File: src/rtl/mrac_pkg.sv
// Shared types and constants of the memory region access checker.
// Depends on nothing; the other files of the block, but for mrac_channels, refer to it by scoped names.
`timescale 1ns / 1ps

package mrac_pkg;

   // Operation codes of a request.
   localparam logic [1:0] OP_CHECK  = 2'd0;
   localparam logic [1:0] OP_INSERT = 2'd1;
   localparam logic [1:0] OP_CLEAR  = 2'd2;

   // Result status codes.
   localparam logic [3:0] STATUS_OK         = 4'd0;
   localparam logic [3:0] STATUS_NO_REGION  = 4'd1;
   localparam logic [3:0] STATUS_CROSSES    = 4'd2;
   localparam logic [3:0] STATUS_UNREADABLE = 4'd3;
   localparam logic [3:0] STATUS_READ_ONLY  = 4'd4;
   localparam logic [3:0] STATUS_MMIO_SIZE  = 4'd5;
   localparam logic [3:0] STATUS_MMIO_ALIGN = 4'd6;
   localparam logic [3:0] STATUS_FULL       = 4'd7;
   localparam logic [3:0] STATUS_BAD_RANGE  = 4'd8;
   localparam logic [3:0] STATUS_OVERLAP    = 4'd9;

   localparam logic [1:0] KIND_MMIO = 2'd2;

   // Bit positions in the permission field.
   localparam int PERM_READ_BIT  = 0;
   localparam int PERM_WRITE_BIT = 1;
   localparam int PERM_EXEC_BIT  = 2;

   typedef struct packed {
      logic [31:0] region_start;
      logic [31:0] region_end;
      logic [1:0]  kind;
      logic [2:0]  perm;
   } region_entry_type;

   // What the final decision of a check looks at.
   typedef struct packed {
      region_entry_type entry;
      logic [31:0]      address;
      logic [3:0]       access_size;
      logic             write_access;
   } decide_in_type;

   typedef enum logic [1:0] {
      ST_IDLE,
      ST_WALK,
      ST_DECIDE,
      ST_DONE
   } state_type;

endpackage

File: src/rtl/mrac_channels.sv
// Handshake interfaces for the request and response channels of the checker.
// Depends on nothing; payload widths are fixed.
`timescale 1ns / 1ps

interface mrac_req_if;
   logic        valid;
   logic        ready;
   logic [1:0]  op;
   logic [31:0] address;
   logic [31:0] region_end;
   logic [3:0]  access_size;
   logic        write_access;
   logic [1:0]  region_kind;
   logic        can_read;
   logic        can_write;
   logic        can_execute;

   modport source (
      output valid, op, address, region_end, access_size, write_access,
             region_kind, can_read, can_write, can_execute,
      input  ready
   );
   modport sink (
      input  valid, op, address, region_end, access_size, write_access,
             region_kind, can_read, can_write, can_execute,
      output ready
   );
endinterface

interface mrac_rsp_if;
   logic       valid;
   logic       ready;
   logic [3:0] status;
   logic [2:0] hit_index;
   logic [3:0] used_count;

   modport source (output valid, status, hit_index, used_count, input ready);
   modport sink (input valid, status, hit_index, used_count, output ready);
endinterface

File: src/rtl/mrac_region_mem.sv
// Region table memory: one write port, one read port, registered read data.
// Depends on mrac_pkg for the entry type.
`timescale 1ns / 1ps

module mrac_region_mem #(
   parameter int DEPTH = 8,
   parameter int IW    = 3
) (
   input  logic                      clock,
   input  logic                      rd_en,
   input  logic [IW-1:0]             rd_addr,
   output mrac_pkg::region_entry_type rd_data,
   input  logic                      wr_en,
   input  logic [IW-1:0]             wr_addr,
   input  mrac_pkg::region_entry_type wr_data
);

   mrac_pkg::region_entry_type mem [DEPTH];
   mrac_pkg::region_entry_type rd_data_ff;

   always_ff @(posedge clock) begin
      if (wr_en) begin
         mem[wr_addr] <= wr_data;
      end
   end

   always_ff @(posedge clock) begin
      if (rd_en) begin
         rd_data_ff <= mem[rd_addr];
      end
   end

   assign rd_data = rd_data_ff;

endmodule

File: src/rtl/mrac_decide.sv
// Final verdict of a check against the region that the table walk found.
// Depends on mrac_pkg for the input struct and the status codes.
`timescale 1ns / 1ps

module mrac_decide (
   input  mrac_pkg::decide_in_type dec,
   output logic [3:0]              status
);

   logic [32:0] access_top;
   logic        crosses;
   logic        size_ok;
   logic        misaligned;

   // The sum is kept at 33 bits so an access near the top of the space does not wrap.
   assign access_top = {1'b0, dec.address} + {29'd0, dec.access_size};
   assign crosses    = access_top > {1'b0, dec.entry.region_end};
   assign size_ok    = (dec.access_size == 4'd1) || (dec.access_size == 4'd2) ||
                       (dec.access_size == 4'd4) || (dec.access_size == 4'd8);
   assign misaligned = (dec.address[3:0] & (dec.access_size - 4'd1)) != 4'd0;

   always_comb begin
      if (crosses) begin
         status = mrac_pkg::STATUS_CROSSES;
      end else if (!dec.entry.perm[mrac_pkg::PERM_READ_BIT]) begin
         status = mrac_pkg::STATUS_UNREADABLE;
      end else if (dec.write_access && !dec.entry.perm[mrac_pkg::PERM_WRITE_BIT]) begin
         status = mrac_pkg::STATUS_READ_ONLY;
      end else if (dec.entry.kind == mrac_pkg::KIND_MMIO && !size_ok) begin
         status = mrac_pkg::STATUS_MMIO_SIZE;
      end else if (dec.entry.kind == mrac_pkg::KIND_MMIO && misaligned) begin
         status = mrac_pkg::STATUS_MMIO_ALIGN;
      end else begin
         status = mrac_pkg::STATUS_OK;
      end
   end

endmodule

File: src/rtl/memory_region_access_checker_top.sv
// Top level of the memory region access checker: sequencer, table walk, response register.
// Depends on mrac_pkg, mrac_channels, mrac_region_mem and mrac_decide.
`timescale 1ns / 1ps

// The checker keeps up to MAX_REGIONS regions in a one-port-read, one-port-write
// memory and handles one request at a time. Clear, the unused op code, a check of
// an empty table, and an insert that is rejected as full or bad range, or that goes
// into an empty table, finish without a table walk: the sequencer goes from idle
// straight to its final state, which loads the response register. Check and other
// inserts walk the stored regions one memory read per cycle, pipelined against the
// compare; the end of the walk is seen in the cycle after the last compare. The walk
// stops at the first hit: an insert that overlaps a slot goes to the final state,
// and a check that hits a slot passes through the decide state for its verdict.
// The sequencer waits in its final state while the previous response is still held
// in the output register; a new request is accepted while the last response still
// waits there.
module memory_region_access_checker_top #(
   parameter int MAX_REGIONS = 8
) (
   input  logic            clock,
   input  logic            reset,
   mrac_req_if.sink        req_chan,
   mrac_rsp_if.source      rsp_chan
);

   localparam int CW = $clog2(MAX_REGIONS + 1);
   localparam int IW = (MAX_REGIONS > 1) ? $clog2(MAX_REGIONS) : 1;

   mrac_pkg::state_type state_ff, state_in;

   // Latched request.
   logic [1:0]  op_ff, op_in;
   logic [31:0] addr_ff, addr_in;
   logic [31:0] rend_ff, rend_in;
   logic [3:0]  size_ff, size_in;
   logic        wr_ff, wr_in;
   logic [1:0]  kind_ff, kind_in;
   logic [2:0]  perm_ff, perm_in;

   logic [CW-1:0] count_ff, count_in;
   logic [CW-1:0] iss_ff, iss_in;
   logic          pend_ff, pend_in;
   logic [IW-1:0] pslot_ff, pslot_in;

   mrac_pkg::region_entry_type hit_entry_ff, hit_entry_in;
   logic [3:0]    res_status_ff, res_status_in;
   logic [IW-1:0] res_slot_ff, res_slot_in;

   logic       rsp_valid_ff, rsp_valid_in;
   logic [3:0] rsp_status_ff, rsp_status_in;
   logic [2:0] rsp_hit_ff, rsp_hit_in;
   logic [3:0] rsp_used_ff, rsp_used_in;

   logic                       mem_rd_en;
   logic [IW-1:0]              mem_rd_addr;
   mrac_pkg::region_entry_type mem_rd_data;
   logic                       mem_wr_en;
   logic [IW-1:0]              mem_wr_addr;
   mrac_pkg::region_entry_type mem_wr_data;

   mrac_pkg::decide_in_type dec;
   logic [3:0]              dec_status;

   logic req_fire;
   logic out_free;
   logic table_full;
   logic in_region;
   logic overlaps;
   logic walk_hit;
   logic walk_end;

   assign req_chan.ready = (state_ff == mrac_pkg::ST_IDLE);
   assign req_fire       = req_chan.valid && req_chan.ready;
   assign out_free       = !rsp_valid_ff || rsp_chan.ready;
   assign table_full     = (count_ff == CW'(MAX_REGIONS));

   assign in_region = (addr_ff >= mem_rd_data.region_start) &&
                      (addr_ff < mem_rd_data.region_end);
   assign overlaps  = !((rend_ff <= mem_rd_data.region_start) ||
                        (addr_ff >= mem_rd_data.region_end));
   assign walk_hit  = pend_ff && ((op_ff == mrac_pkg::OP_CHECK) ? in_region : overlaps);
   assign walk_end  = !pend_ff && (iss_ff == count_ff);

   // Reads are issued only while some slot is still unvisited.
   assign mem_rd_en   = (state_ff == mrac_pkg::ST_WALK) && !walk_hit && (iss_ff < count_ff);
   assign mem_rd_addr = iss_ff[IW-1:0];

   mrac_region_mem #(
      .DEPTH (MAX_REGIONS),
      .IW    (IW)
   ) u_mem (
      .clock   (clock),
      .rd_en   (mem_rd_en),
      .rd_addr (mem_rd_addr),
      .rd_data (mem_rd_data),
      .wr_en   (mem_wr_en),
      .wr_addr (mem_wr_addr),
      .wr_data (mem_wr_data)
   );

   assign dec.entry        = hit_entry_ff;
   assign dec.address      = addr_ff;
   assign dec.access_size  = size_ff;
   assign dec.write_access = wr_ff;

   mrac_decide u_decide (
      .dec    (dec),
      .status (dec_status)
   );

   // Next state.
   always_comb begin
      state_in = state_ff;
      case (state_ff)
         mrac_pkg::ST_IDLE: begin
            if (req_fire) begin
               case (req_chan.op)
                  mrac_pkg::OP_CHECK: begin
                     state_in = (count_ff == '0) ? mrac_pkg::ST_DONE : mrac_pkg::ST_WALK;
                  end
                  mrac_pkg::OP_INSERT: begin
                     if (table_full || (req_chan.address >= req_chan.region_end) ||
                         (count_ff == '0)) begin
                        state_in = mrac_pkg::ST_DONE;
                     end else begin
                        state_in = mrac_pkg::ST_WALK;
                     end
                  end
                  default: state_in = mrac_pkg::ST_DONE;
               endcase
            end
         end
         mrac_pkg::ST_WALK: begin
            if (walk_hit) begin
               state_in = (op_ff == mrac_pkg::OP_CHECK) ? mrac_pkg::ST_DECIDE
                                                        : mrac_pkg::ST_DONE;
            end else if (walk_end) begin
               state_in = mrac_pkg::ST_DONE;
            end
         end
         mrac_pkg::ST_DECIDE: state_in = mrac_pkg::ST_DONE;
         mrac_pkg::ST_DONE: begin
            if (out_free) begin
               state_in = mrac_pkg::ST_IDLE;
            end
         end
         default: state_in = mrac_pkg::ST_IDLE;
      endcase
   end

   // Datapath and memory control.
   always_comb begin
      op_in         = op_ff;
      addr_in       = addr_ff;
      rend_in       = rend_ff;
      size_in       = size_ff;
      wr_in         = wr_ff;
      kind_in       = kind_ff;
      perm_in       = perm_ff;
      count_in      = count_ff;
      iss_in        = iss_ff;
      pend_in       = pend_ff;
      pslot_in      = pslot_ff;
      hit_entry_in  = hit_entry_ff;
      res_status_in = res_status_ff;
      res_slot_in   = res_slot_ff;
      rsp_valid_in  = rsp_valid_ff && !rsp_chan.ready;
      rsp_status_in = rsp_status_ff;
      rsp_hit_in    = rsp_hit_ff;
      rsp_used_in   = rsp_used_ff;
      mem_wr_en     = 1'b0;
      mem_wr_addr   = count_ff[IW-1:0];
      mem_wr_data.region_start = addr_ff;
      mem_wr_data.region_end   = rend_ff;
      mem_wr_data.kind         = kind_ff;
      mem_wr_data.perm         = perm_ff;

      case (state_ff)
         mrac_pkg::ST_IDLE: begin
            if (req_fire) begin
               op_in       = req_chan.op;
               addr_in     = req_chan.address;
               rend_in     = req_chan.region_end;
               size_in     = req_chan.access_size;
               wr_in       = req_chan.write_access;
               kind_in     = req_chan.region_kind;
               perm_in     = {req_chan.can_execute, req_chan.can_write, req_chan.can_read};
               iss_in      = '0;
               pend_in     = 1'b0;
               res_slot_in = '0;
               case (req_chan.op)
                  mrac_pkg::OP_CHECK: res_status_in = mrac_pkg::STATUS_NO_REGION;
                  mrac_pkg::OP_INSERT: begin
                     if (table_full) begin
                        res_status_in = mrac_pkg::STATUS_FULL;
                     end else if (req_chan.address >= req_chan.region_end) begin
                        res_status_in = mrac_pkg::STATUS_BAD_RANGE;
                     end else begin
                        // Into an empty table nothing can overlap: write at once.
                        res_status_in = mrac_pkg::STATUS_OK;
                        if (count_ff == '0) begin
                           mem_wr_en                = 1'b1;
                           mem_wr_data.region_start = req_chan.address;
                           mem_wr_data.region_end   = req_chan.region_end;
                           mem_wr_data.kind         = req_chan.region_kind;
                           mem_wr_data.perm         = {req_chan.can_execute,
                                                       req_chan.can_write,
                                                       req_chan.can_read};
                           count_in                 = count_ff + CW'(1);
                        end
                     end
                  end
                  mrac_pkg::OP_CLEAR: begin
                     count_in      = '0;
                     res_status_in = mrac_pkg::STATUS_OK;
                  end
                  default: res_status_in = mrac_pkg::STATUS_OK;
               endcase
            end
         end
         mrac_pkg::ST_WALK: begin
            pend_in = mem_rd_en;
            if (mem_rd_en) begin
               pslot_in = iss_ff[IW-1:0];
               iss_in   = iss_ff + CW'(1);
            end
            if (walk_hit) begin
               res_slot_in  = pslot_ff;
               hit_entry_in = mem_rd_data;
               if (op_ff == mrac_pkg::OP_INSERT) begin
                  res_status_in = mrac_pkg::STATUS_OVERLAP;
               end
            end else if (walk_end) begin
               if (op_ff == mrac_pkg::OP_CHECK) begin
                  res_status_in = mrac_pkg::STATUS_NO_REGION;
                  res_slot_in   = '0;
               end else begin
                  // No overlap found: append at the first free slot.
                  mem_wr_en     = 1'b1;
                  res_status_in = mrac_pkg::STATUS_OK;
                  res_slot_in   = count_ff[IW-1:0];
                  count_in      = count_ff + CW'(1);
               end
            end
         end
         mrac_pkg::ST_DECIDE: begin
            res_status_in = dec_status;
         end
         mrac_pkg::ST_DONE: begin
            if (out_free) begin
               rsp_valid_in  = 1'b1;
               rsp_status_in = res_status_ff;
               rsp_hit_in    = 3'(res_slot_ff);
               rsp_used_in   = 4'(count_ff);
            end
         end
         default: begin
            pend_in = 1'b0;
         end
      endcase
   end

   always_ff @(posedge clock) begin
      if (reset) begin
         state_ff     <= mrac_pkg::ST_IDLE;
         count_ff     <= '0;
         pend_ff      <= 1'b0;
         rsp_valid_ff <= 1'b0;
      end else begin
         state_ff     <= state_in;
         count_ff     <= count_in;
         pend_ff      <= pend_in;
         rsp_valid_ff <= rsp_valid_in;
      end
   end

   always_ff @(posedge clock) begin
      op_ff         <= op_in;
      addr_ff       <= addr_in;
      rend_ff       <= rend_in;
      size_ff       <= size_in;
      wr_ff         <= wr_in;
      kind_ff       <= kind_in;
      perm_ff       <= perm_in;
      iss_ff        <= iss_in;
      pslot_ff      <= pslot_in;
      hit_entry_ff  <= hit_entry_in;
      res_status_ff <= res_status_in;
      res_slot_ff   <= res_slot_in;
      rsp_status_ff <= rsp_status_in;
      rsp_hit_ff    <= rsp_hit_in;
      rsp_used_ff   <= rsp_used_in;
   end

   assign rsp_chan.valid      = rsp_valid_ff;
   assign rsp_chan.status     = rsp_status_ff;
   assign rsp_chan.hit_index  = rsp_hit_ff;
   assign rsp_chan.used_count = rsp_used_ff;

`ifndef NO_ASSERTIONS
   a_count_bound: assert property (@(posedge clock) disable iff (reset)
      count_ff <= CW'(MAX_REGIONS))
      else $error("region count exceeds table depth");

   a_write_not_full: assert property (@(posedge clock) disable iff (reset)
      mem_wr_en |-> !table_full)
      else $error("table written while full");

   a_no_rw_same_slot: assert property (@(posedge clock) disable iff (reset)
      (mem_wr_en && mem_rd_en) |-> (mem_wr_addr != mem_rd_addr))
      else $error("read and write of the same slot in one cycle");

   a_busy_after_accept: assert property (@(posedge clock) disable iff (reset)
      req_fire |=> (state_ff != mrac_pkg::ST_IDLE))
      else $error("sequencer idle right after accepting a request");

   a_rsp_from_done: assert property (@(posedge clock) disable iff (reset)
      $rose(rsp_valid_ff) |-> ($past(state_ff) == mrac_pkg::ST_DONE))
      else $error("response raised outside the done state");
`endif

endmodule

File: src/flat_wrapper.sv
// flat-port wrapper written by rule: the top's interface ports become plain ports
module memory_region_access_checker_top_flat 
#(
   parameter int MAX_REGIONS = 8
)
  (clock, reset, req_chan_valid, req_chan_op, req_chan_address, req_chan_region_end, req_chan_access_size, req_chan_write_access, req_chan_region_kind, req_chan_can_read, req_chan_can_write, req_chan_can_execute, req_chan_ready, rsp_chan_valid, rsp_chan_status, rsp_chan_hit_index, rsp_chan_used_count, rsp_chan_ready);
  mrac_req_if req_chan_i ();
  mrac_rsp_if rsp_chan_i ();
  input  logic clock;
  input  logic reset;
  input wire logic [$bits(req_chan_i.valid)-1:0] req_chan_valid;
  input wire logic [$bits(req_chan_i.op)-1:0] req_chan_op;
  input wire logic [$bits(req_chan_i.address)-1:0] req_chan_address;
  input wire logic [$bits(req_chan_i.region_end)-1:0] req_chan_region_end;
  input wire logic [$bits(req_chan_i.access_size)-1:0] req_chan_access_size;
  input wire logic [$bits(req_chan_i.write_access)-1:0] req_chan_write_access;
  input wire logic [$bits(req_chan_i.region_kind)-1:0] req_chan_region_kind;
  input wire logic [$bits(req_chan_i.can_read)-1:0] req_chan_can_read;
  input wire logic [$bits(req_chan_i.can_write)-1:0] req_chan_can_write;
  input wire logic [$bits(req_chan_i.can_execute)-1:0] req_chan_can_execute;
  output wire logic [$bits(req_chan_i.ready)-1:0] req_chan_ready;
  output wire logic [$bits(rsp_chan_i.valid)-1:0] rsp_chan_valid;
  output wire logic [$bits(rsp_chan_i.status)-1:0] rsp_chan_status;
  output wire logic [$bits(rsp_chan_i.hit_index)-1:0] rsp_chan_hit_index;
  output wire logic [$bits(rsp_chan_i.used_count)-1:0] rsp_chan_used_count;
  input wire logic [$bits(rsp_chan_i.ready)-1:0] rsp_chan_ready;
  assign req_chan_i.valid = req_chan_valid;
  assign req_chan_i.op = req_chan_op;
  assign req_chan_i.address = req_chan_address;
  assign req_chan_i.region_end = req_chan_region_end;
  assign req_chan_i.access_size = req_chan_access_size;
  assign req_chan_i.write_access = req_chan_write_access;
  assign req_chan_i.region_kind = req_chan_region_kind;
  assign req_chan_i.can_read = req_chan_can_read;
  assign req_chan_i.can_write = req_chan_can_write;
  assign req_chan_i.can_execute = req_chan_can_execute;
  assign req_chan_ready = req_chan_i.ready;
  assign rsp_chan_valid = rsp_chan_i.valid;
  assign rsp_chan_status = rsp_chan_i.status;
  assign rsp_chan_hit_index = rsp_chan_i.hit_index;
  assign rsp_chan_used_count = rsp_chan_i.used_count;
  assign rsp_chan_i.ready = rsp_chan_ready;
  memory_region_access_checker_top #(.MAX_REGIONS(MAX_REGIONS)) u_core (.clock(clock), .reset(reset), .req_chan(req_chan_i), .rsp_chan(rsp_chan_i));
endmodule
File: config.mk
export PLATFORM = sky130hd
export DESIGN_NAME = memory_region_access_checker_top_flat
export DESIGN_NICKNAME = d
export VERILOG_FILES = /design/src/rtl/mrac_pkg.sv /design/src/rtl/mrac_channels.sv /design/src/rtl/mrac_region_mem.sv /design/src/rtl/mrac_decide.sv /design/src/rtl/memory_region_access_checker_top.sv /design/src/flat_wrapper.sv
export SDC_FILE = /design/constraint.sdc
export NUM_CORES = 1
export LEC_CHECK = 0
export BUFFER_PORTS_ARGS = -buffer_cell sky130_fd_sc_hd__buf_2
export CAP_MARGIN = 20
export CORE_MARGIN = 10
export CORE_UTILIZATION = 45
export CTS_CLUSTER_SIZE = 20
export DETAILED_ROUTE_END_ITERATION = 10
export PLACE_DENSITY = 0.65
export SLEW_MARGIN = 20
export SYNTH_ARGS = -nofsm -noshare
export SYNTH_HDL_FRONTEND = slang
export SYNTH_SLANG_ARGS = --single-unit
File: constraint.sdc
create_clock -name clock -period 13.7 [get_ports clock]
set_input_delay 2.055 -clock clock [delete_from_list [all_inputs] [get_ports clock]]
set_output_delay 2.055 -clock clock [all_outputs]
set_load 0.03 [all_outputs]
==> flow_summary.json, run 1 <==
{
  "worst_r2r_startpoint": "u_core.size_ff[0]$_DFFE_PP_",
  "r2r-end": "u_core.res_status_ff[0]$_DFFE_PP_",
  "finalWirelength_mm": 76.17,
  "crit_chain": "buf_2 -> inv_1 -> ha_1 -> a21o_1 -> a211o_1 -> a211oi_1 -> o311a_1 -> a211o_1 -> and4b_4 -> o21ai_1 -> nor2_4 -> buf_4",
  "postCtsSetupBuffers": 0,
  "rows": 99,
  "crit_top_cell": "a211o_1",
  "grtUsageTotal_pct": 17.74,
  "htreeDepth": 3,
  "ys_seq_area_share_pct": 68.36,
  "rsz0062_at_grt": "false",
  "synth_ff_type": "edfxtp_1",
  "holdWs_ns": 0.4211,
  "dp_hpwl_mm": 47.34,
  "start_util_pct": 45.36,
  "synthAdderAreaFrac_pct": 6.979,
  "synth_most_common_cell": "edfxtp_1",
  "cp.required_ns": 13.92,
  "maxCapViolations": 0,
  "leakage_nw": 13.05,
  "synth_area_leaders": "edfxtp_1, mux4_2, ha_1",
  "synthTopCellsByCount": "edfxtp_1, ha_1, inv_1",
  "first_pass_iters": 5,
  "critPathTopFamily": "compound AO/OA/AOI/OAI gates",
  "max_freq_ghz": 0.1502,
  "combPwrFrac_pct": 23.4,
  "grt_max_degree": 113,
  "cts_root_buf": "clkbuf_16",
  "endpoint_kind": "register",
  "synthMuxAreaShare_pct": 13.74,
  "hp-start": "u_core.u_mem.rd_data[1]$_DFFE_PP_",
  "drc_errors": 0,
  "cp_slowest_stage_delay_ns": 0.89,
  "syn_area_per_cell_sq_um": 17.69,
  "antenna_found_initial": 2,
  "p_switching_w": 0.001812,
  "synth_nets": 2135,
  "worstPathArrival_ns": 6.88,
  "synth_enable_flop_cells": 748,
  "tns_ns": 0,
  "path_buf_inv": 3,
  "cts_tree": "built",
  "place_congestion": 0.8980,
  "p_per_area_mw_per_mm2": 175.7,
  "syn2layout_area_growth_pct": 12.54,
  "fill_cells": 5855,
  "drtIter0Drc": 1531,
  "holdPathEnd": "u_core.dec[38]$_DFFE_PP_",
  "final_layout_size_suffix_gt1_share_pct": 23.92,
  "pin_count": 93,
  "crit_type": "in -> reg",
  "cts.repair.resized": 0,
  "vias": 17330,
  "yosysWarnings": 0,
  "final_nets": 2277,
  "synth_top_family_by_area": "multiplexers",
  "die_h_um": 291.2,
  "cts_sinks": 756,
  "status": "completed",
  "wire_per_inst_um": 25.15,
  "holdPathStages": 0,
  "tightest_slew_ns": 1.105,
  "port_buffers": 91,
  "cts_made_buffers": 77,
  "finalHoldViolCount": 0,
  "grt_pass1_vias": 18280,
  "fin_crit_sh_pct": 48.61,
  "hp-class": "reg -> reg",
  "synth_top_area_share_pct": 67.87,
  "path_clk_slew_ns": 0.06,
  "yosys.cell_types.count": 80,
  "syn_inst": 1871,
  "clock_latency_ns": 0.62,
  "die_x_um": 291.2,
  "synthSimpleGateAreaFrac_pct": 3.819,
  "sequentialPowerShare_pct": 45.3,
  "startpoint_type": "input pin",
  "maxSlewViolCount": 0,
  "cpMaxStageDelayCell": "buf_4",
  "async_reset_ff_share_pct": 0,
  "relSlewSlack_pct": 26.31,
  "grt_pass1_wl_mm": 114.0,
  "gr-total-overflow": 0,
  "min_period_ns": 6.659,
  "cts.path.max_buffers": 3,
  "syn_area_sq_mm": 0.03309,
  "final-setup-viol-count": 0,
  "synth_compound_area_share_pct": 3.826,
  "rrSetupSlack_ns": 8.72,
  "die-area_sq_mm": 0.08479,
  "synth_xor_area_share_pct": 0.9263,
  "power_frac_clock_pct": 31.3,
  "synth_top_area_cell": "edfxtp_1",
  "ant_nets": 0,
  "ff2ff_path_depth": 19,
  "p_sw_share_pct": 27.70,
  "fin_worst_skew_ns": 0.02372,
  "power.internal_w": 0.004731,
  "ctsHoldBuffers": 0,
  "path_max_fanout": 49,
  "ys_ff_latch": 756,
  "vdd_ir_drop_max_uv": 116.3,
  "via_per_inst": 5.722,
  "coreArea_sq_mm": 0.07296
}
-- layer usage --
layer  global-route usage (%)  wire length [um]  share of wire, %
met1                    24.25             33580                44
met2                    28.28             35490                47
met3                    4.206              5564               7.3
met4                    4.452              1521               2.0
met5                        0                13             0.017
-- layout by cell type, fill, tap and decap left out, drive strengths merged, types with 9 or more instances in the layout --
master	Yosys	routed
edfxtp	748	748
ha	183	183
inv	150	154
mux4	136	136
mux2	131	131
buf	25	116
clkbuf	28	98
a21oi	62	62
nor2	57	57
nand2	51	51
nand4	33	33
o21ai	30	30
nand3	24	24
a21o	24	24
clkinv	1	22
xnor2	21	21
xor2	14	14
nand2b	13	13
nor3	12	12
and3	9	9
a211oi	9	9
-- cell type report --
type	count	area, sq um	share of cell area (%)
Tap cell	959	1200	3.222
Multi-Input combinational cell	911	9761	26.21
Clock inverter	37	390.4	1.048
Sequential cell	756	22620	60.74
Timing Repair Buffer	116	665.6	1.787
Antenna cell	1	2.502	0.006719
Inverter	151	566.8	1.522
Clock buffer	98	2037	5.469
-- stage by stage --
stage	instances	utilization [%]	area (sq um)	power [W]	setup WS [ns]
detailed placement	2892	47.69	34790	0.004560	6.411
global placement	2891	47.68	34790	0.004515	6.417
finish	3029	51.05	37240	0.006543	7.041
global route	3028	51.05	37240	0.006841	6.873
CTS	3027	51.02	37220	0.006612	7.041
floorplan	1871	-	33090	0.004115	3.807
-- worst register-to-register path: stages (launching register included) --
cell and delay (ns):
edfxtp_1 0.44, ha_1 0.20, inv_1 0.05, fa_1 0.40, inv_1 0.07, a21o_1 0.10, a21oi_1 0.11, or4_1 0.58
or3_1 0.47, nor2_1 0.20, xor2_1 0.17, ha_1 0.26, a211oi_1 0.20, nor2_1 0.09, nor3_1 0.15, o22ai_1 0.12
a2111oi_0 0.39, o32ai_1 0.25, or2_1 0.30, o2bb2ai_1 0.23
-- power groups by stage --
stage	combinational [W]	clock (W)	sequential, W
after global placement	0.00151	0	0.00301
final	0.00153	0.00205	0.00297
after detailed placement	0.00155	0	0.00301
after floorplan	0.00113	0	0.00299
after global routing	0.00168	0.00218	0.00298
after CTS	0.00156	0.00209	0.00297
-- cells by family (layout without fill, tap and decap cells) --
logic type / Yosys count / in the layout
compound gates: 180 / 180
xor+xnor: 35 / 35
fa+ha+maj: 184 / 184
buf+inv: 204 / 402
flops: 756 / 756
mux: 268 / 268
other cells: 0 / 1
simple gates: 244 / 244
-- flip-flops by register name (all words and copies together), names as in the netlist, 32 cells and up --
register              count
u_core.addr_ff           32
u_core.u_mem.rd_data     68
u_core.dec               36
u_core.rend_ff           32
u_core.u_mem.mem        544
-- worst max path at each step --
stage | cells past startpoint | startpoint | end | slack, ns
after CTS | 12 | req_chan_region_end[10] | u_core.u_mem.mem[4][68]$_DFFE_PP_ | 7.04
final | 12 | req_chan_region_end[10] | u_core.u_mem.mem[1][4]$_DFFE_PP_ | 7.04
after global placement | 12 | req_chan_region_end[10] | u_core.u_mem.mem[4][44]$_DFFE_PP_ | 6.42
after detailed placement | 12 | req_chan_region_end[10] | u_core.u_mem.mem[4][44]$_DFFE_PP_ | 6.41
after floorplan | 7 | req_chan_valid | u_core.u_mem.mem[5][0]$_DFFE_PP_ | 3.81
after global routing | 12 | req_chan_region_end[10] | u_core.u_mem.mem[1][1]$_DFFE_PP_ | 6.87
(Power assumes the default switching activity.)
==> inputs of run 2 (changes only) <==
==> constraint.sdc (replaced) <==
create_clock -name clock -period 6.4 [get_ports clock]
set_input_delay 0.96 -clock clock [delete_from_list [all_inputs] [get_ports clock]]
set_output_delay 0.96 -clock clock [all_outputs]
set_load 0.03 [all_outputs]
==> flow_summary.json, run 2 (synthesis gave the netlist of run 1 again) <==
{
  "antenna-diode-count": 0,
  "pin_count": 93,
  "die-area_sq_mm": 0.08479,
  "finalWorstSetupSlack_ns": 1.568,
  "final_nets": 2287,
  "p_switching_w": 0.003867,
  "sequentialPowerShare_pct": 45.6,
  "fin_crit_sh_pct": 75.50,
  "dp_hpwl_mm": 48.29,
  "drc_errors": 0,
  "dp_cells": 2903,
  "gr-total-overflow": 0,
  "vias": 17300,
  "cts.path.max_buffers": 3,
  "cts_root_buf": "clkbuf_16",
  "start_util_pct": 45.36,
  "place_congestion": 0.8635,
  "ff2ff_path_depth": 19,
  "final_common_cell": "edfxtp_1",
  "grt_pass1_vias": 18050,
  "vdd_ir_drop_max_uv": 289.9,
  "largest_reg_flops": 544,
  "grt_pass1_wl_mm": 113.0,
  "grtUsageTotal_pct": 17.52,
  "startpoint_type": "register",
  "worst_r2r_startpoint": "u_core.size_ff[0]$_DFFE_PP_",
  "tightest_slew_ns": 1.090,
  "final_area_sq_mm": 0.03744,
  "maxSlewViolCount": 0,
  "maxCapViolations": 0,
  "final_layout_size_suffix_gt1_share_pct": 24.25,
  "power_frac_clock_pct": 30.9,
  "leakage_nw": 13.13,
  "crit_type": "reg -> reg",
  "place_area_sq_mm": 0.03504,
  "r2r-end": "u_core.res_status_ff[0]$_DFFE_PP_",
  "fin_worst_skew_ns": 0.01959,
  "min_period_ns": 4.832,
  "regMostFlops": "u_core.u_mem.mem",
  "htreeDepth": 3,
  "ctsHoldBuffers": 0,
  "cts.repair.resized": 0,
  "coreArea_sq_mm": 0.07296,
  "cp.required_ns": 6.86,
  "rrSetupSlack_ns": 1.57,
  "drtIter0Drc": 1575,
  "postCtsSetupBuffers": 0,
  "relSlewSlack_pct": 27.31,
  "layout_common_cells": "edfxtp_1, ha_1, inv_1, mux4_2, mux2_2",
  "p_per_area_mw_per_mm2": 372.6,
  "clock_latency_ns": 0.62,
  "antenna_found_initial": 3,
  "die_x_um": 291.2,
  "fill_cells": 5871,
  "cts_made_buffers": 77,
  "cp-startpoint": "u_core.size_ff[0]$_DFFE_PP_",
  "endpoint_kind": "register",
  "rows": 99,
  "worstPathArrival_ns": 5.29,
  "final_cells": 3037,
  "multi_input_area_sq_mm": 0.009786,
  "combPwrFrac_pct": 23.5,
  "via_per_inst": 5.696,
  "pre_cts_slack_ns": 0.9265,
  "max_freq_ghz": 0.2069,
  "first_pass_iters": 5,
  "final-setup-viol-count": 0,
  "status": "completed",
  "finalWirelength_mm": 74.96,
  "finalHoldViolCount": 0,
  "p_sw_share_pct": 27.72,
  "power.internal_w": 0.01009,
  "port_buffers": 91,
  "rsz0062_at_grt": "false",
  "endpoint": "u_core.res_status_ff[0]$_DFFE_PP_",
  "grt_max_degree": 140,
  "ant_nets": 0,
  "cts_sinks": 756,
  "hp-class": "reg -> reg",
  "cts_tree": "built",
  "syn2layout_area_growth_pct": 13.13,
  "path_max_fanout": 4,
  "ff_latch_area_sq_mm": 0.02262,
  "wire_per_inst_um": 24.68,
  "die_h_um": 291.2,
  "path_clk_slew_ns": 0.06
}
## run 2: cell count changes in the layout (fill, tap and decap cells not counted), moves of 2 or more
cell | previous run | this run
clkinv_2 | 9 | 11
nor3_4 | 0 | 3
inv_6 | 4 | 2
nor3_2 | 3 | 0
buf_12 | 2 | 12
clkinv_1 | 11 | 18
clkbuf_1 | 19 | 13
## run 2: power groups by stage
stage	sequential (W)	combinational [W]	clock [W]
floorplan	0.00639	0.00241	0
finish	0.00636	0.00328	0.00431
global placement	0.00644	0.00323	0
global route	0.00638	0.00362	0.00460
CTS	0.00635	0.00333	0.00440
detailed placement	0.00645	0.00331	0
## run 2: worst max-delay path: stages, from the launching register on
cell and delay [ns]:
edfxtp_1 0.43, ha_1 0.20, inv_1 0.05, fa_1 0.39
inv_1 0.07, a21o_1 0.10, a21oi_1 0.12, or4_1 0.59
or3_1 0.47, nor2_1 0.19, xor2_1 0.19, ha_1 0.26
a211oi_1 0.22, nor2_1 0.09, nor3_1 0.16, o22ai_1 0.11
a2111oi_0 0.39, o32ai_1 0.25, or2_1 0.29, o2bb2ai_1 0.14
## run 2: stage by stage
step | hold slack [ns] | utilization [%] | power [W] | setup TNS [ns]
after floorplan | 0.4003 | - | 0.008805 | -301.76
after global placement | 0.4041 | 48.02 | 0.009675 | 0
after detailed placement | 0.4088 | 48.03 | 0.009761 | 0
after CTS | 0.4232 | 51.32 | 0.01409 | 0
after global routing | 0.4246 | 51.32 | 0.01460 | 0
final | 0.4189 | 51.32 | 0.01395 | 0
## run 2: layout make-up
cell class	count	share of cell area, %
clock buffer	92	5.380
tap	959	3.205
inverter	151	1.514
clock inverter	42	1.023
timing repair buffer	126	2.319
multi-input combinational	911	26.14
sequential	756	60.42
## run 2: worst min path at each step
stage	start	endpoint	cells past startpoint
3_3_place_gp	u_core.res_slot_ff[0]$_SDFFCE_PN0P_	u_core.rsp_chan.hit_index[0]$_DFFE_PP_	0
2_1_floorplan	u_core.u_mem.rd_data[0]$_DFFE_PP_	u_core.dec[37]$_DFFE_PP_	0
4_1_cts	u_core.res_slot_ff[2]$_SDFFCE_PN0P_	u_core.rsp_chan.hit_index[2]$_DFFE_PP_	0
3_5_place_dp	u_core.res_slot_ff[2]$_SDFFCE_PN0P_	u_core.rsp_chan.hit_index[2]$_DFFE_PP_	0
6_report	u_core.res_slot_ff[0]$_SDFFCE_PN0P_	u_core.rsp_chan.hit_index[0]$_DFFE_PP_	0
5_1_grt	u_core.res_status_ff[1]$_DFFE_PP_	u_core.rsp_chan.status[1]$_DFFE_PP_	0
## run 2: metal layers
layer / part of all wire [%] / vias up / track usage (%)
li1: - / 7708 / -
met1: 45 / 8950 / 23.78
met2: 46 / 522 / 27.62
met3: 6.8 / 115 / 4.366
met4: 2.4 / 4 / 5.143
met5: 0.036 / - / 0
==> inputs of run 3 (changes only) <==
--- a/config.mk
+++ b/config.mk
@@ -5,6 +5,7 @@
 export SDC_FILE = /design/constraint.sdc
 export NUM_CORES = 1
 export LEC_CHECK = 0
+export ABC_AREA = 1
 export BUFFER_PORTS_ARGS = -buffer_cell sky130_fd_sc_hd__buf_2
 export CAP_MARGIN = 20
 export CORE_MARGIN = 10
==> constraint.sdc (replaced) <==
create_clock -name clock -period 4.7 [get_ports clock]
set_input_delay 0.705 -clock clock [delete_from_list [all_inputs] [get_ports clock]]
set_output_delay 0.705 -clock clock [all_outputs]
set_load 0.03 [all_outputs]
==> flow_summary.json, run 3 <==
{
  "status": "completed",
  "grtUsageTotal_pct": 19.42,
  "synth_nets": 3192,
  "holdPathStages": 1,
  "maxCapViolations": 0,
  "synth_area_leaders": "edfxtp_1, ha_1, nor2_1",
  "ant_nets": 0,
  "antenna_found_initial": 3,
  "tightest_slew_ns": 1.018,
  "cts.path.max_buffers": 3,
  "grt_max_degree": 189,
  "grt_pass1_vias": 22140,
  "met1_usage_pct": 26.25,
  "cp_slowest_stage_delay_ns": 0.43,
  "largest_reg_flops": 544,
  "final_common_cell": "edfxtp_1",
  "path_clk_slew_ns": 0.06,
  "port_buffers": 91,
  "crit_top_cell": "nand2_1",
  "holdWs_ns": 0.2526,
  "dp_hpwl_mm": 53.23,
  "final_area_sq_mm": 0.03855,
  "finalWirelength_mm": 85.07,
  "syn_area_sq_mm": 0.03385,
  "endpoint_kind": "register",
  "syn_inst": 2928,
  "gr-total-overflow": 0,
  "synth_most_common_cell": "edfxtp_1",
  "cpMaxStageDelayCell": "edfxtp_1",
  "vias": 22640,
  "die-area_sq_mm": 0.08660,
  "grtUsageMet3_pct": 3.175,
  "regMostFlops": "u_core.u_mem.mem",
  "final_nets": 3320,
  "wire_per_inst_um": 20.80,
  "yosysWarnings": 0,
  "synth_enable_flop_cells": 748,
  "vdd_ir_drop_max_uv": 400.9,
  "cts_made_buffers": 79,
  "fin_worst_skew_ns": 0.02693,
  "ctsHoldBuffers": 0,
  "path_buf_inv": 5,
  "fin_crit_sh_pct": 91.47,
  "syn_area_per_cell_sq_um": 11.56,
  "ys_ff_latch": 756,
  "die_x_um": 294.3,
  "yosys.cell_types.count": 48,
  "grt_pass1_wl_mm": 129.7,
  "ff2ff_path_depth": 28,
  "rrSetupSlack_ns": 0.40,
  "grt_busiest_layer": "met2",
  "synthTopCellsByCount": "edfxtp_1, nor2_1, o21ai_0",
  "antenna-diode-count": 0,
  "pin_count": 93,
  "via_per_inst": 5.538,
  "drc_errors": 0,
  "ys_seq_area_share_pct": 66.82,
  "place_area_sq_mm": 0.03598,
  "use_met2_pct": 31.61,
  "min_period_ns": 4.299,
  "p_per_area_mw_per_mm2": 524.4,
  "die_h_um": 294.3,
  "place_congestion": 0.8795,
  "finalHoldViolCount": 0,
  "drtIter0Drc": 2194,
  "path_max_fanout": 4,
  "clock_latency_ns": 0.64,
  "coreArea_sq_mm": 0.07445,
  "critPathTopFamily": "simple AND/OR/NAND/NOR gates",
  "synth_ff_type": "edfxtp_1",
  "synth_top_area_cell": "edfxtp_1",
  "tns_ns": 0,
  "cts_tree": "built",
  "cp.depth": 28,
  "cts_sinks": 756,
  "fill_cells": 6222,
  "layout_common_cells": "edfxtp_1, nor2_1, o21ai_0, nand2_1, inv_1",
  "htreeDepth": 3,
  "cts_root_buf": "clkbuf_16",
  "async_reset_ff_share_pct": 0,
  "maxSlewViolCount": 0,
  "worstPathArrival_ns": 4.67,
  "leakage_nw": 14.54,
  "finalWorstSetupSlack_ns": 0.4009,
  "final-setup-viol-count": 0,
  "final_layout_size_suffix_gt1_share_pct": 10.13,
  "synth_top_area_share_pct": 66.35,
  "hp-class": "in -> reg",
  "first_pass_iters": 6,
  "start_util_pct": 45.47,
  "startpoint_type": "register",
  "pre_cts_slack_ns": 0.04919,
  "syn2layout_area_growth_pct": 13.88,
  "max_freq_ghz": 0.2326,
  "crit_type": "reg -> reg",
  "rows": 100,
  "cp.required_ns": 5.07,
  "relSlewSlack_pct": 31.91
}
[run 3: worst paths after layout]
| kind | startpoint | endpoint |
|---|---|---|
| setup / recovery | u_core.addr_ff[0]$_DFFE_PP_ | u_core.res_status_ff[0]$_DFFE_PP_ |
| hold / removal | req_chan_access_size[2] | u_core.size_ff[2]$_DFFE_PP_ |
| setup reg to reg | u_core.addr_ff[0]$_DFFE_PP_ | u_core.res_status_ff[0]$_DFFE_PP_ |
| hold reg to reg | u_core.u_mem.rd_data[0]$_DFFE_PP_ | u_core.dec[37]$_DFFE_PP_ |
[run 3: cell families (layout without fill, tap and decap cells)]
| logic type | Yosys count | count (layout) | synth area share [%] |
|---|---|---|---|
| flops | 756 | 756 | 66.82 |
| simple gates | 963 | 963 | 11.47 |
| xor+xnor | 32 | 32 | 0.8279 |
| buf+inv | 386 | 578 | 4.324 |
| fa+ha+maj | 184 | 184 | 6.823 |
| compound gates | 607 | 607 | 9.732 |
[run 3: routing by layer]
| layer | part of all wire, % | vias up |
|---|---|---|
| li1 | - | 10610 |
| met1 | 44 | 11070 |
| met2 | 47 | 786 |
| met3 | 6.7 | 172 |
| met4 | 2.9 | 6 |
| met5 | 0.051 | - |
[run 3: where the power goes]
group | internal [W] | total [W] | switching, W | leakage (nW)
clock network | 0.00360 | 0.00617 | 0.00258 | 1.24
registers | 0.00843 | 0.00873 | 0.000292 | 6.85
logic | 0.00158 | 0.00532 | 0.00374 | 6.45
total | 0.0136 | 0.0202 | 0.00661 | 14.5
[run 3: what timing repair did]
action,4_1_cts,5_1_grt
setup endpoints to repair,0,2
setup buffers,0,3
gates resized for setup,0,1
[run 3: area by class of cell]
| class | instances | area (sq um) | area share [%] |
|---|---|---|---|
| tap | 969 | 1212 | 3.145 |
| clock inverter | 51 | 469.2 | 1.217 |
| inverter | 267 | 1017 | 2.639 |
| multi-input combinational | 1786 | 9867 | 25.59 |
| clock buffer | 94 | 2076 | 5.384 |
| sequential | 756 | 22620 | 58.68 |
| timing repair buffer | 166 | 1289 | 3.343 |
[run 3: stage by stage]
| stage | power (W) | std cells | utilization (%) |
|---|---|---|---|
| floorplan | 0.01235 | 2928 | - |
| global placement | 0.01392 | 3940 | 48.31 |
| detailed placement | 0.01412 | 3941 | 48.33 |
| CTS | 0.02030 | 4086 | 51.75 |
| global route | 0.02128 | 4089 | 51.78 |
| finish | 0.02022 | 4089 | 51.78 |
[run 3: worst register-to-register path: cells and delay by family (launching register included)]
kind	cells	cell delay [ns]
and+or+nand+nor	18	2.07
buffers and inverters	5	0.33
adders and majority gates	3	0.88
AOI/OAI and AO/OA	1	0.15
xor gates and xnor gates	1	0.17
DFF	1	0.43
